### config.mk
export PLATFORM = sky130hd
export DESIGN_NAME = cosine_taylor_series
export DESIGN_NICKNAME = d
export VERILOG_FILES = /design/src/hw/rtl/cts_pkg.sv /design/src/hw/rtl/cosine_taylor_series.sv /design/src/hw/rtl/cts_ctrl.sv /design/src/hw/rtl/cts_datapath.sv
export SDC_FILE = /design/constraint.sdc
export NUM_CORES = 2
export LEC_CHECK = 0
export BUFFER_PORTS_ARGS = -buffer_cell sky130_fd_sc_hd__buf_2
export CAP_MARGIN = 20
export CORE_MARGIN = 10
export CORE_UTILIZATION = 60
export DETAILED_ROUTE_END_ITERATION = 10
export PLACE_DENSITY = 0.73
export SLEW_MARGIN = 20
export SYNTH_ARGS = -nofsm -noshare
export SYNTH_HDL_FRONTEND = slang
export SYNTH_SLANG_ARGS = --single-unit
### constraint.sdc
create_clock -name clk -period 19.4 [get_ports clk]
set_input_delay 3.88 -clock clk [delete_from_list [all_inputs] [get_ports clk]]
set_output_delay 3.88 -clock clk [all_outputs]
set_load 0.02 [all_outputs]
### src/hw/rtl/cts_pkg.sv
package cts_pkg;

  // Field and register widths
  localparam int ANGLE_W   = 16;
  localparam int COS_W     = 32;
  localparam int CFG_W     = 5;
  localparam int CFG_RESET = 8;

  // Series length and the term counter
  localparam int MAX_TERMS = 16;
  localparam int CNT_W     = $clog2(MAX_TERMS + 1);
  localparam int IDX_W     = $clog2(MAX_TERMS);

  // Fixed-point formats
  localparam int ANGLE_FRAC       = 6;
  localparam int WORK_FRAC        = 20;
  localparam int RESULT_FRAC_BITS = 16;
  localparam int RAD_SHIFT        = 32 + ANGLE_FRAC - WORK_FRAC;
  localparam int DOWN_SHIFT       = WORK_FRAC - RESULT_FRAC_BITS;

  // Datapath widths. For any 16-bit angle the radian value stays below 2^24,
  // its square below 2^27, and the series numerator below 2^37.
  localparam int X_W    = 24;
  localparam int X2_W   = 27;
  localparam int TERM_W = 37;
  localparam int SUM_W  = 42;
  localparam int MAG_W  = SUM_W - DOWN_SHIFT;
  localparam int PROD_W = TERM_W + X2_W;
  localparam int DIV_W  = 10;

  // Reciprocals of the term divisors, scaled by 2^RECIP_W, split in two
  // halves so that each half fits the shared multiplier.
  localparam int RECIP_W    = TERM_W;
  localparam int RECIP_LO_W = X2_W;
  localparam int RECIP_HI_W = RECIP_W - RECIP_LO_W;
  localparam int QSUM_W     = TERM_W + RECIP_W;

  // pi/180 in unsigned Q0.32 with pi taken as 3.14159
  localparam logic [X2_W-1:0] RAD_PER_DEG =
    X2_W'(((64'd314159 << 32) + 64'd9000000) / 64'd18000000);

  localparam logic [TERM_W-1:0] ONE_WORK = TERM_W'(64'd1 << WORK_FRAC);
  localparam logic [TERM_W-1:0] TERM_CAP = TERM_W'(64'd1 << 36);
  localparam logic [63:0] RECIP_ONE = 64'd1 << RECIP_W;

  // Divisor 2i(2i-1) of term i, stored at index i-1
  localparam logic [DIV_W-1:0] DIVISOR [MAX_TERMS] = '{
    10'd2,   10'd12,  10'd30,  10'd56,  10'd90,  10'd132, 10'd182, 10'd240,
    10'd306, 10'd380, 10'd462, 10'd552, 10'd650, 10'd756, 10'd870, 10'd992
  };

  localparam logic [RECIP_W-1:0] RECIP [MAX_TERMS] = '{
    RECIP_W'(RECIP_ONE / 64'd2),   RECIP_W'(RECIP_ONE / 64'd12),
    RECIP_W'(RECIP_ONE / 64'd30),  RECIP_W'(RECIP_ONE / 64'd56),
    RECIP_W'(RECIP_ONE / 64'd90),  RECIP_W'(RECIP_ONE / 64'd132),
    RECIP_W'(RECIP_ONE / 64'd182), RECIP_W'(RECIP_ONE / 64'd240),
    RECIP_W'(RECIP_ONE / 64'd306), RECIP_W'(RECIP_ONE / 64'd380),
    RECIP_W'(RECIP_ONE / 64'd462), RECIP_W'(RECIP_ONE / 64'd552),
    RECIP_W'(RECIP_ONE / 64'd650), RECIP_W'(RECIP_ONE / 64'd756),
    RECIP_W'(RECIP_ONE / 64'd870), RECIP_W'(RECIP_ONE / 64'd992)
  };

  // Datapath operations, one per cycle
  typedef enum logic [3:0] {
    OP_NONE,
    OP_LOAD,
    OP_MUL_ANGLE,
    OP_RAD,
    OP_MUL_SQ,
    OP_SQ,
    OP_MUL_TERM,
    OP_NUMER,
    OP_MUL_RLO,
    OP_MUL_RHI,
    OP_QUOT,
    OP_MUL_CHECK,
    OP_FIX,
    OP_ROUND,
    OP_SAT
  } op_t;

  typedef struct packed {
    op_t              op;
    logic             add_term;
    logic [IDX_W-1:0] idx;
  } cmd_t;

endpackage

### src/hw/rtl/cosine_taylor_series.sv
// Channel  Direction  Signals                           Payload
// cfg      in         cfg_valid, cfg_ready, cfg_data    term_count [4:0]
// s        in         s_tvalid, s_tready, s_tdata       angle_deg [15:0]
// m        out        m_tvalid, m_tready, m_tdata,      cos_value [31:0],
//                     m_tuser                           overflow [0]
//
// Each item runs from its accept through the angle and square steps, then the
// steps of each term (N = terms used, 0 to 16; the accumulate step is skipped
// when N is zero), then goes idle. As the single 37x27 multiplier is shared,
// each term needs four passes through it and three rounding or fix-up steps.
// Reset loads term_count with 8 and leaves the block idle with no result.
// A result waits in the output register while the next item is computed;
// the block stalls only when a second result is ready before the first leaves.
module cosine_taylor_series (
  input  logic                        clk,
  input  logic                        rst,
  input  logic                        cfg_valid,
  output logic                        cfg_ready,
  input  logic [cts_pkg::CFG_W-1:0]   cfg_data,   // term_count
  input  logic                        s_tvalid,
  output logic                        s_tready,
  input  logic [cts_pkg::ANGLE_W-1:0] s_tdata,    // angle_deg
  output logic                        m_tvalid,
  input  logic                        m_tready,
  output logic [cts_pkg::COS_W-1:0]   m_tdata,    // cos_value
  output logic [0:0]                  m_tuser     // overflow
);
  import cts_pkg::*;

  logic [CFG_W-1:0] term_count;
  cmd_t             ctrl_cmd;
  logic             ovf_flag;

  // Term count register. An item uses the count latched at its accept, so a
  // write is taken at any time.
  assign cfg_ready = 1'b1;

  always_ff @(posedge clk) begin
    if (rst) begin
      term_count <= CFG_W'(CFG_RESET);
    end else if (cfg_valid && cfg_ready) begin
      term_count <= cfg_data;
    end
  end

  cts_ctrl u_ctrl (
    .clk        (clk),
    .rst        (rst),
    .term_count (term_count),
    .s_tvalid   (s_tvalid),
    .s_tready   (s_tready),
    .m_tvalid   (m_tvalid),
    .m_tready   (m_tready),
    .cmd        (ctrl_cmd)
  );

  cts_datapath u_datapath (
    .clk       (clk),
    .cmd       (ctrl_cmd),
    .angle_deg (s_tdata),
    .cos_value (m_tdata),
    .overflow  (ovf_flag)
  );

  assign m_tuser = ovf_flag;

  // An accepted item keeps the input closed on the following cycle.
  a_busy_after_accept: assert property (@(posedge clk) disable iff (rst)
    (s_tvalid && s_tready) |=> !s_tready)
    else $error("input still open after an item was accepted");

  // A new result only appears while the block is busy with an item.
  a_result_from_busy: assert property (@(posedge clk) disable iff (rst)
    $rose(m_tvalid) |-> $past(!s_tready))
    else $error("result raised without an item in progress");

  // The output register is never overwritten while a result waits.
  a_no_overwrite: assert property (@(posedge clk) disable iff (rst)
    (ctrl_cmd.op == OP_SAT) |-> (!m_tvalid || m_tready))
    else $error("pending result overwritten");

endmodule

### src/hw/rtl/cts_ctrl.sv
module cts_ctrl (
  input  logic                      clk,
  input  logic                      rst,
  input  logic [cts_pkg::CFG_W-1:0] term_count,
  input  logic                      s_tvalid,
  output logic                      s_tready,
  output logic                      m_tvalid,
  input  logic                      m_tready,
  output cts_pkg::cmd_t             cmd
);
  import cts_pkg::*;

  typedef enum logic [3:0] {
    S_IDLE,
    S_MUL_ANGLE,
    S_RAD,
    S_MUL_SQ,
    S_SQ,
    S_MUL_TERM,
    S_NUMER,
    S_MUL_RLO,
    S_MUL_RHI,
    S_QUOT,
    S_MUL_CHECK,
    S_FIX,
    S_ACC,
    S_ROUND,
    S_SAT
  } state_t;

  state_t           state;
  logic [CNT_W-1:0] cnt;
  logic [CNT_W-1:0] n_lim;
  logic [CNT_W-1:0] cnt_inc;
  logic             out_free;

  assign s_tready = (state == S_IDLE);
  assign out_free = !m_tvalid || m_tready;
  assign cnt_inc  = CNT_W'(cnt + CNT_W'(1));

  // Decode the datapath operation for the current step.
  always_comb begin
    cmd.op       = OP_NONE;
    cmd.add_term = 1'b0;
    cmd.idx      = cnt[IDX_W-1:0];
    case (state)
      S_IDLE: begin
        if (s_tvalid) begin
          cmd.op = OP_LOAD;
        end
      end
      S_MUL_ANGLE: cmd.op = OP_MUL_ANGLE;
      S_RAD:       cmd.op = OP_RAD;
      S_MUL_SQ:    cmd.op = OP_MUL_SQ;
      S_SQ:        cmd.op = OP_SQ;
      S_MUL_TERM: begin
        cmd.op       = OP_MUL_TERM;
        cmd.add_term = (cnt != '0);
      end
      S_NUMER:     cmd.op = OP_NUMER;
      S_MUL_RLO:   cmd.op = OP_MUL_RLO;
      S_MUL_RHI:   cmd.op = OP_MUL_RHI;
      S_QUOT:      cmd.op = OP_QUOT;
      S_MUL_CHECK: cmd.op = OP_MUL_CHECK;
      S_FIX:       cmd.op = OP_FIX;
      S_ACC:       cmd.add_term = 1'b1;
      S_ROUND:     cmd.op = OP_ROUND;
      S_SAT: begin
        if (out_free) begin
          cmd.op = OP_SAT;
        end
      end
      default:     cmd.op = OP_NONE;
    endcase
  end

  // Step sequencer, term counter and output valid flag.
  always_ff @(posedge clk) begin
    if (rst) begin
      state    <= S_IDLE;
      cnt      <= '0;
      n_lim    <= '0;
      m_tvalid <= 1'b0;
    end else begin
      // The valid flag rises when a result is stored and falls when it is taken.
      if ((state == S_SAT) && out_free) begin
        m_tvalid <= 1'b1;
      end else if (m_tvalid && m_tready) begin
        m_tvalid <= 1'b0;
      end
      case (state)
        S_IDLE: begin
          if (s_tvalid) begin
            cnt   <= '0;
            n_lim <= (term_count > CFG_W'(MAX_TERMS)) ? CNT_W'(MAX_TERMS)
                                                       : CNT_W'(term_count);
            state <= S_MUL_ANGLE;
          end
        end
        S_MUL_ANGLE: state <= S_RAD;
        S_RAD:       state <= S_MUL_SQ;
        S_MUL_SQ:    state <= S_SQ;
        S_SQ: begin
          state <= (n_lim == '0) ? S_ROUND : S_MUL_TERM;
        end
        S_MUL_TERM:  state <= S_NUMER;
        S_NUMER:     state <= S_MUL_RLO;
        S_MUL_RLO:   state <= S_MUL_RHI;
        S_MUL_RHI:   state <= S_QUOT;
        S_QUOT:      state <= S_MUL_CHECK;
        S_MUL_CHECK: state <= S_FIX;
        S_FIX: begin
          cnt   <= cnt_inc;
          state <= (cnt_inc == n_lim) ? S_ACC : S_MUL_TERM;
        end
        S_ACC:       state <= S_ROUND;
        S_ROUND:     state <= S_SAT;
        S_SAT: begin
          if (out_free) begin
            state <= S_IDLE;
          end
        end
        default:     state <= S_IDLE;
      endcase
    end
  end

endmodule

### src/hw/rtl/cts_datapath.sv
module cts_datapath (
  input  logic                        clk,
  input  cts_pkg::cmd_t               cmd,
  input  logic [cts_pkg::ANGLE_W-1:0] angle_deg,
  output logic [cts_pkg::COS_W-1:0]   cos_value,
  output logic                        overflow
);
  import cts_pkg::*;

  logic [ANGLE_W-1:0]      am;
  logic [X_W-1:0]          xm;
  logic [X2_W-1:0]         x2;
  logic [TERM_W-1:0]       tm;
  logic                    tneg;
  logic [TERM_W-1:0]       nreg;
  logic [TERM_W-1:0]       q0;
  logic [PROD_W-1:0]       prod;
  logic [PROD_W-1:0]       acc_lo;
  logic signed [SUM_W-1:0] sum;
  logic                    ovf;
  logic                    neg_r;
  logic [MAG_W-1:0]        mag;

  logic [TERM_W-1:0]  mul_a;
  logic [X2_W-1:0]    mul_b;
  logic [PROD_W-1:0]  mul_p;
  logic [RECIP_W-1:0] recip;
  logic [DIV_W-1:0]   div;

  logic [PROD_W-1:0]       rad_rnd;
  logic [PROD_W:0]         work_rnd;
  logic [QSUM_W-1:0]       quot_sum;
  logic [PROD_W:0]         chk_rhs;
  logic                    fix_up;
  logic [TERM_W-1:0]       q_fix;
  logic signed [SUM_W-1:0] term_ext;
  logic [SUM_W-1:0]        sum_u;
  logic [SUM_W-1:0]        rnd_sum;
  logic [MAG_W-1:0]        lim;
  logic                    sat;
  logic [COS_W-1:0]        mag_out;

  assign recip = RECIP[cmd.idx];
  assign div   = DIVISOR[cmd.idx];

  // Shared multiplier operand selection.
  always_comb begin
    mul_a = '0;
    mul_b = '0;
    case (cmd.op)
      OP_MUL_ANGLE: begin
        mul_a = TERM_W'(am);
        mul_b = RAD_PER_DEG;
      end
      OP_MUL_SQ: begin
        mul_a = TERM_W'(xm);
        mul_b = X2_W'(xm);
      end
      OP_MUL_TERM: begin
        mul_a = tm;
        mul_b = x2;
      end
      OP_MUL_RLO: begin
        mul_a = nreg;
        mul_b = recip[RECIP_LO_W-1:0];
      end
      OP_MUL_RHI: begin
        mul_a = nreg;
        mul_b = X2_W'(recip[RECIP_W-1:RECIP_LO_W]);
      end
      OP_MUL_CHECK: begin
        mul_a = q0;
        mul_b = X2_W'(div);
      end
      default: begin
        mul_a = '0;
        mul_b = '0;
      end
    endcase
  end

  assign mul_p = mul_a * mul_b;

  // Rounding of products back to the working format, half away from zero.
  assign rad_rnd  = prod + (PROD_W'(1) << (RAD_SHIFT - 1));
  assign work_rnd = {1'b0, prod} + ((PROD_W + 1)'(1) << (WORK_FRAC - 1));

  // Quotient estimate from the two reciprocal partial products.
  assign quot_sum = {(QSUM_W - PROD_W)'(0), acc_lo}
                  + {prod[TERM_W+RECIP_HI_W-1:0], RECIP_LO_W'(0)};

  // The estimate is exact or one low; the remainder check fixes it.
  assign chk_rhs = {1'b0, prod} + (PROD_W + 1)'(div);
  assign fix_up  = ((PROD_W + 1)'(nreg) >= chk_rhs);
  assign q_fix   = q0 + TERM_W'(fix_up);

  assign term_ext = $signed(SUM_W'(tm));

  // Magnitude of the sum rounded to the result format.
  assign sum_u   = sum;
  assign rnd_sum = sum[SUM_W-1]
                 ? (~sum_u + SUM_W'((1 << (DOWN_SHIFT - 1)) + 1))
                 : (sum_u + SUM_W'(1 << (DOWN_SHIFT - 1)));

  // Saturation limits for a 32-bit signed result.
  assign lim     = neg_r ? MAG_W'(64'h8000_0000) : MAG_W'(64'h7FFF_FFFF);
  assign sat     = (mag > lim);
  assign mag_out = sat ? COS_W'(lim) : COS_W'(mag);

  // Working registers, updated by the operation of each step.
  always_ff @(posedge clk) begin
    prod <= mul_p;
    if (cmd.add_term) begin
      sum <= tneg ? (sum - term_ext) : (sum + term_ext);
    end
    case (cmd.op)
      OP_LOAD: begin
        am   <= angle_deg[ANGLE_W-1] ? (~angle_deg + ANGLE_W'(1)) : angle_deg;
        tm   <= ONE_WORK;
        sum  <= $signed(SUM_W'(ONE_WORK));
        tneg <= 1'b0;
        ovf  <= 1'b0;
      end
      OP_RAD:     xm <= rad_rnd[RAD_SHIFT +: X_W];
      OP_SQ:      x2 <= work_rnd[WORK_FRAC +: X2_W];
      OP_NUMER: begin
        nreg <= work_rnd[WORK_FRAC +: TERM_W] + TERM_W'(div[DIV_W-1:1]);
      end
      OP_MUL_RHI: acc_lo <= prod;
      OP_QUOT:    q0 <= quot_sum[QSUM_W-1 -: TERM_W];
      OP_FIX: begin
        tneg <= ~tneg;
        if (q_fix > TERM_CAP) begin
          tm  <= TERM_CAP;
          ovf <= 1'b1;
        end else begin
          tm <= q_fix;
        end
      end
      OP_ROUND: begin
        neg_r <= sum[SUM_W-1];
        mag   <= rnd_sum[SUM_W-1:DOWN_SHIFT];
      end
      OP_SAT: begin
        cos_value <= neg_r ? (~mag_out + COS_W'(1)) : mag_out;
        overflow  <= ovf | sat;
      end
      default: begin
      end
    endcase
  end

endmodule
# Word-level counts from Yosys, hierarchy flattened
# Memories as Yosys holds them, arrays and structs flattened.
# Index checks and enable logic that the tools add are counted.
# totals
word_cells,126
out_inout_bits,36
mem_bits_rw,0
latch_bits,0
memories,2
rom_bits,752
inputBits,26
reg_bits,442
# classes
addsub,13
n_div,0
n_shift,0
n_eq_ne,32
n_reduce_logical,15
order_cmp,5
bitwise_logic,6
n_mux,31
mul,1
# memory_table
name,words,width,rd,rd_ports_with_merged_regs,write_ports,line_no,text
(name not given),16,37,1,0,0,cts_datapath.sv:43,assign recip = RECIP[cmd.idx];
(name not given),16,10,1,0,0,cts_datapath.sv:44,assign div = DIVISOR[cmd.idx];
# op_table
operator,count
37-bit one-hot mux with 5 select lines,1
27-bit one-hot mux with 6 select lines,1
37-bit 2-to-1 mux,3
32-bit 2-to-1 mux,3
"42-bit by 4-bit adder with 42-bit output, second input constant",2
42-bit 2-to-1 mux,2
64-bit by 74-bit adder with 74-bit output,1
37-bit one-hot mux with 2 select lines,1
64-bit by 10-bit adder with 65-bit output,1
37-bit by 65-bit greater-or-equal comparator with 1-bit output,1
37-bit by 27-bit multiplier with 64-bit output,1
4-bit one-hot mux with 15 select lines,1
"57-bit by 20-bit adder with 57-bit output, second input constant",1
"4-bit equality test, second input constant",14
4-bit one-hot mux with 14 select lines,1
"42-bit by 18-bit adder with 42-bit output, second input constant",1
42-bit by 38-bit adder with 42-bit output,1
42-bit inverter,1
42-bit by 38-bit subtractor with 42-bit output,1
38-bit > comparator,1
37-bit by 1-bit adder with 37-bit output,1
37-bit by 9-bit adder with 37-bit output,1
"37-bit > comparator, second input constant",1
"32-bit by 1-bit adder with 32-bit output, second input constant",1
other kinds (31),60

# Longest topological paths before layout
# depth
ltp_word,10
ltp_mapped,38
ltp_nobuf,35

# Cells and area by module
# A second synthesis with hierarchy kept.
# hier_totals
cells_unflattened,6764
area_unflattened_um2,59153.0
# modules_own_cells
mod,n_inst,area_each_um2,seq_area_each_um2,cells_each
cts_datapath,1,57986.9,10800.4,6618
cts_ctrl,1,970.9,300.3,128
cosine_taylor_series,1,195.2,100.1,18

# Worst setup path after synthesis
# No wires, ideal clock.
# synth_timing
path_type,input to register
start,input m_tready
end,register u_datapath.prod[63]
n_path_buf,2
arrival_ns,12.245
required_ns,19.282
setup_ns,0.118
stages,32
setup_slack_ns,7.037
path_cell_list,nor2b_1 > o21ai_0 > a21oi_1 > a21oi_1 > buf_2 > mux2i_1 > o21ai_1 > clkbuf_1 > nand2_1 > fa_1 > inv_1 > fa_1 > inv_1 > fa_1 > fa_1 > inv_1 > fa_1 > fa_1 > inv_1 > fa_1 > inv_1 > ha_1 > a21oi_1 > o21ai_0 > a211o_1 > a2111oi_0 > nor3_1 > a21oi_1 > a31oi_1 > and4_1 > or4_1 > xnor2_1
# synth_via
elab_chain_len,7
word_cells_on_any_way,13
cone_classes,mul: 1; eq/ne: 6; mux: 4; reduce/logical: 2
# synth_lines
element,line_no,text
from (decl),cosine_taylor_series.sv:24,"input logic m_tready,"
1-bit logical OR (*),cts_ctrl.sv:38,assign out_free = !m_tvalid || m_tready;
4-bit 2-to-1 mux (*),cts_ctrl.sv:69,if (out_free) begin
4-bit one-hot mux with 14 select lines (*),cts_ctrl.sv:46,case (state)
4-bit equality test,cts_datapath.sv:50,case (cmd.op)
2-bit OR reduction (no line),-,
37-bit one-hot mux with 5 select lines,cts_datapath.sv:50,
37-bit by 27-bit multiplier with 64-bit output (*),cts_datapath.sv:82,assign mul_p = mul_a * mul_b;
net u_datapath.mul_p[63],cts_datapath.sv:26,logic [PROD_W-1:0] mul_p;
to (signal assigned),cts_datapath.sv:112,prod <= mul_p;
to (decl),cts_datapath.sv:17,logic [PROD_W-1:0] prod;
# The timed path passes the listed nets; every way through them passes the cells marked *.
# A chain may end at the register's enable or synchronous reset.

# Worst setup path after layout
# layout_timing
start,input m_tready
end,register u_datapath.prod[60]
# The elaborated chain is that of the path after synthesis.

==> summary.txt <==
Clock network
  – Post-CTS Setup Bufs: 0
  – CTS Hold Buffers Added: 0
  – CTS Root Buffer Type: clkbuf_16
  – Htree depth: 2
  – Post_cts resized: 0
  – CTS tree: done
  – Clock Sinks: between 400 and 500
  – Skew-Pair Late Insertion Delay: a little over 0.6 ns
  – Clk slew on worst S/H paths: about 0.070 ns
  – Max Root-Sink Buffers: 3
  – CTS Buf Count: 45

Floorplan
  – DIE HEIGHT: 334 microns
  – Initial Util: about 60%
  – Core Area: between 0.09 and 0.1 sq mm
  – Die width: ~330 microns
  – Die area: ~0.11 sq mm
  – Placement Rows: approximately 120
  – Number of I/O pins: 62

Synthesis
  – Post-synth ARST share: 0%
  – Register area share after synthesis: about a fifth
  – Register bit count reported by yosys: around 420
  – Post-synth cell types: roughly 100
  – YS warnings: 0
  – Post-synth net total: 8008
  – Avg Inst Size Synth: 8.81 sq um
  – Post-Synthesis Cells: approximately 6700
  – Number of synthesized flops with an enable pin: 289
  – Mapped cell area: 0.0592 sq mm
  – Prevailing post-synth register cell: edfxtp_1

Timing
  – Period utilization: ~71%
  – Slew headroom: 22.1%
  – Unrepaired setup endpoints after global routing: false
  – Final setup violation count: 0
  – Hold Fails Final Rpt: 0
  – FMAX: a little over 70 MHz
  – Worst-Margin Slew: around 1.2 ns
  – Fin Clk Skew: about 0.036 ns
  – Period minus WS final: 13.84 ns
  – Max-slew violations: 0
  – Final setup TNS: 0 ns

Place
  – IO buf count: 60
  – Routability cong.: 1.02
  – Placed cell area: between 0.06 and 0.07 sq mm
  – Post-DP HPWL: between 150000 and 200000 microns

Critical path
  – CP delay by family, top: compound AO/OA/AOI/OAI gates
  – Worst Path Required: a little under 20 ns
  – WP buf/inv: 7
  – Crit Path Class: input pin to flip-flop
  – CP arrival: around 14 ns
  – Crit path top cell by count: fa_1
  – CP max stage delay: between 0.7 and 0.8 ns
  – Crit path launch type: input pin
  – CP Capture Type: flip-flop
  – Worst Path Max Fanout: 24
  – Slowest stage cell on the critical path: o311a_1

Cells and area
  – Fillers: between 8000 and 9000
  – Commonest non-fill, non-tap cell in the layout: inv_1
  – Commonest cells after routing, fill and taps aside: inv_1, nand2_1, fa_1, nor2_1, ha_1
  – Multi-input gate area in the final layout: approximately 0.043 sq mm
  – Register Area: approximately 0.011 sq mm
  – Design Area, Final: 0.0622 sq mm
  – Layout cells sized above 1: under 10%
  – Area grow syn2layout: 5.13%
  – Nets: a little under 8000

Global route
  – Overflow after GRT: 0
  – Initial antenna violation count: 3
  – First-pass GRT wire length: approximately 300000 microns
  – Total track usage: 34.3%
  – Vias in the first global route: about 49000
  – Largest net degree at the start of global routing: 75

Route
  – Antenna-violating nets left: 0
  – Routed vias/inst: roughly 6
  – Total Wirelength: about 190000 microns
  – TritonRoute pass-1 iters: 8
  – Avg WL per Cell: around 24 microns
  – 1st-iter DRT viols: between 4000 and 5000
  – DR DRC count: 0
  – Via count: 48500

Run status
  – Status: complete, no violations

Power and ir drop
  – Pwr dens: about 110 mW/mm^2
  – P_leak: around 29 nW
  – Peak supply drop: around 84 uV

Hold path
  – Class of the worst hold path: flip-flop to flip-flop

Run
  – Max Cap Viol: 0
==> metal layers <==
metal	up-vias	track usage [%]	routed length (microns)
met5	-	0	0
met3	552	6.62	18700
met2	2447	54.3	86000
li1	21400	-	-
met4	0	17.1	11600
met1	24100	44.8	74400
==> worst min-delay path, delay by kind of cell, from the launching register on <==
family | cells | cell delay (ns)
AOI/OAI and AO/OA | 1 | 0.06
DFF | 1 | 0.31
and+or+nand+nor | 1 | 0.07
==> logic make-up (layout without fill, tap and decap cells) <==
family | after synthesis | in the layout | synth area share (%)
buffers and inverters | 1412 | 1307 | 9.12
AOI/OAI and AO/OA | 910 | 910 | 9.99
other | 1 | 4 | 0.00634
adders and majority gates | 1267 | 1267 | 37.9
xor gates and xnor gates | 383 | 383 | 5.71
muxes | 41 | 41 | 0.698
DFF | 415 | 415 | 18.9
and+or+nand+nor | 2286 | 2286 | 17.6
==> cell type report <==
type	count	share of cell area (%)
clock inverters	20	0.384
multi-input cells	4888	68.8
inverters	1066	6.43
repair buffers	158	1.76
well taps	1287	2.59
clock buffers	63	2.02
diodes	3	0.0121
flip-flops and latches	415	18.0
==> per-stage QoR <==
step / std cells / total power [mW] / hold slack, ns / setup slack (ns) / utilization [%]
2_1_floorplan: 6715 / 4.41 / 0.403 / 7.04 / -
3_3_place_gp: 7809 / 5.83 / 0.470 / 5.25 / 61.7
3_5_place_dp: 7810 / 5.91 / 0.473 / 5.12 / 61.8
4_1_cts: 7893 / 6.83 / 0.483 / 5.73 / 63.3
5_1_grt: 7897 / 7.40 / 0.504 / 5.10 / 63.4
6_report: 7900 / 6.93 / 0.482 / 5.56 / 63.4
==> cells in the mapped netlist, types with 20 or more instances <==
cell	number	area share, %
nor4_1	39	0.41
a21o_1	95	1.2
a211oi_1	34	0.43
o21ai_1	23	0.19
mux2i_1	39	0.66
a21oi_1	291	2.5
fa_1	877	30
ha_1	390	8.2
buf_2	25	0.21
clkbuf_1	280	1.8
o31ai_1	20	0.25
o21ai_0	139	1.2
and4_1	20	0.30
dfxtp_1	126	4.3
nand2_1	1022	6.5
nand4_1	64	0.68
and3_1	39	0.41
and2_1	68	0.72
buf_1	29	0.18
nand3_1	138	1.2
nor2_1	555	3.5
o21a_1	47	0.60
or3_1	41	0.43
a222oi_1	25	0.42
nand2b_1	30	0.32
inv_1	1064	6.8
a31oi_1	36	0.38
o22ai_1	20	0.21
edfxtp_1	289	15
nor2_2	30	0.32
nor3_1	102	0.86
xnor2_1	220	3.3
xor2_1	160	2.4
nor2b_1	33	0.35
==> final timing paths <==
kind,start,endpoint,slack [ns],depth (start not counted)
worst min-delay path,term_count[3]$_SDFFE_PP1P_,u_ctrl.n_lim[3]$_SDFFE_PP0P_,0.48,2
worst min register to register,term_count[3]$_SDFFE_PP1P_,u_ctrl.n_lim[3]$_SDFFE_PP0P_,0.48,2
worst max-delay path,m_tready,u_datapath.prod[60]$_DFF_P_,5.56,33
worst max register to register,u_ctrl.state[3]$_SDFFE_PP0P_,u_datapath.prod[60]$_DFF_P_,7.30,28
==> sequential cells by signal, summed over array words and instances, names as in the netlist <==
signal,cells
u_datapath.neg_r,1
u_datapath.nreg,37
u_datapath.acc_lo,37
term_count,5
u_datapath.tneg,1
u_datapath.ovf,1
u_datapath.am,16
u_datapath.xm,24
u_datapath.sum,42
u_datapath.tm,37
u_ctrl.state,4
u_datapath.prod,64
u_datapath.overflow,1
u_ctrl.cnt,5
u_ctrl.m_tvalid,1
u_ctrl.n_lim,5
u_datapath.cos_value,32
u_datapath.mag,38
u_datapath.x2,27
u_datapath.q0,37
==> where the power goes <==
| group | switching [mW] | internal, mW | total (mW) |
|---|---|---|---|
| clock | 0.388 | 0.508 | 0.896 |
| combinational | 3.01 | 1.49 | 4.50 |
| sequential | 0.345 | 1.18 | 1.53 |
| total | 3.75 | 3.18 | 6.93 |
Power figures use the tool's default switching activity.
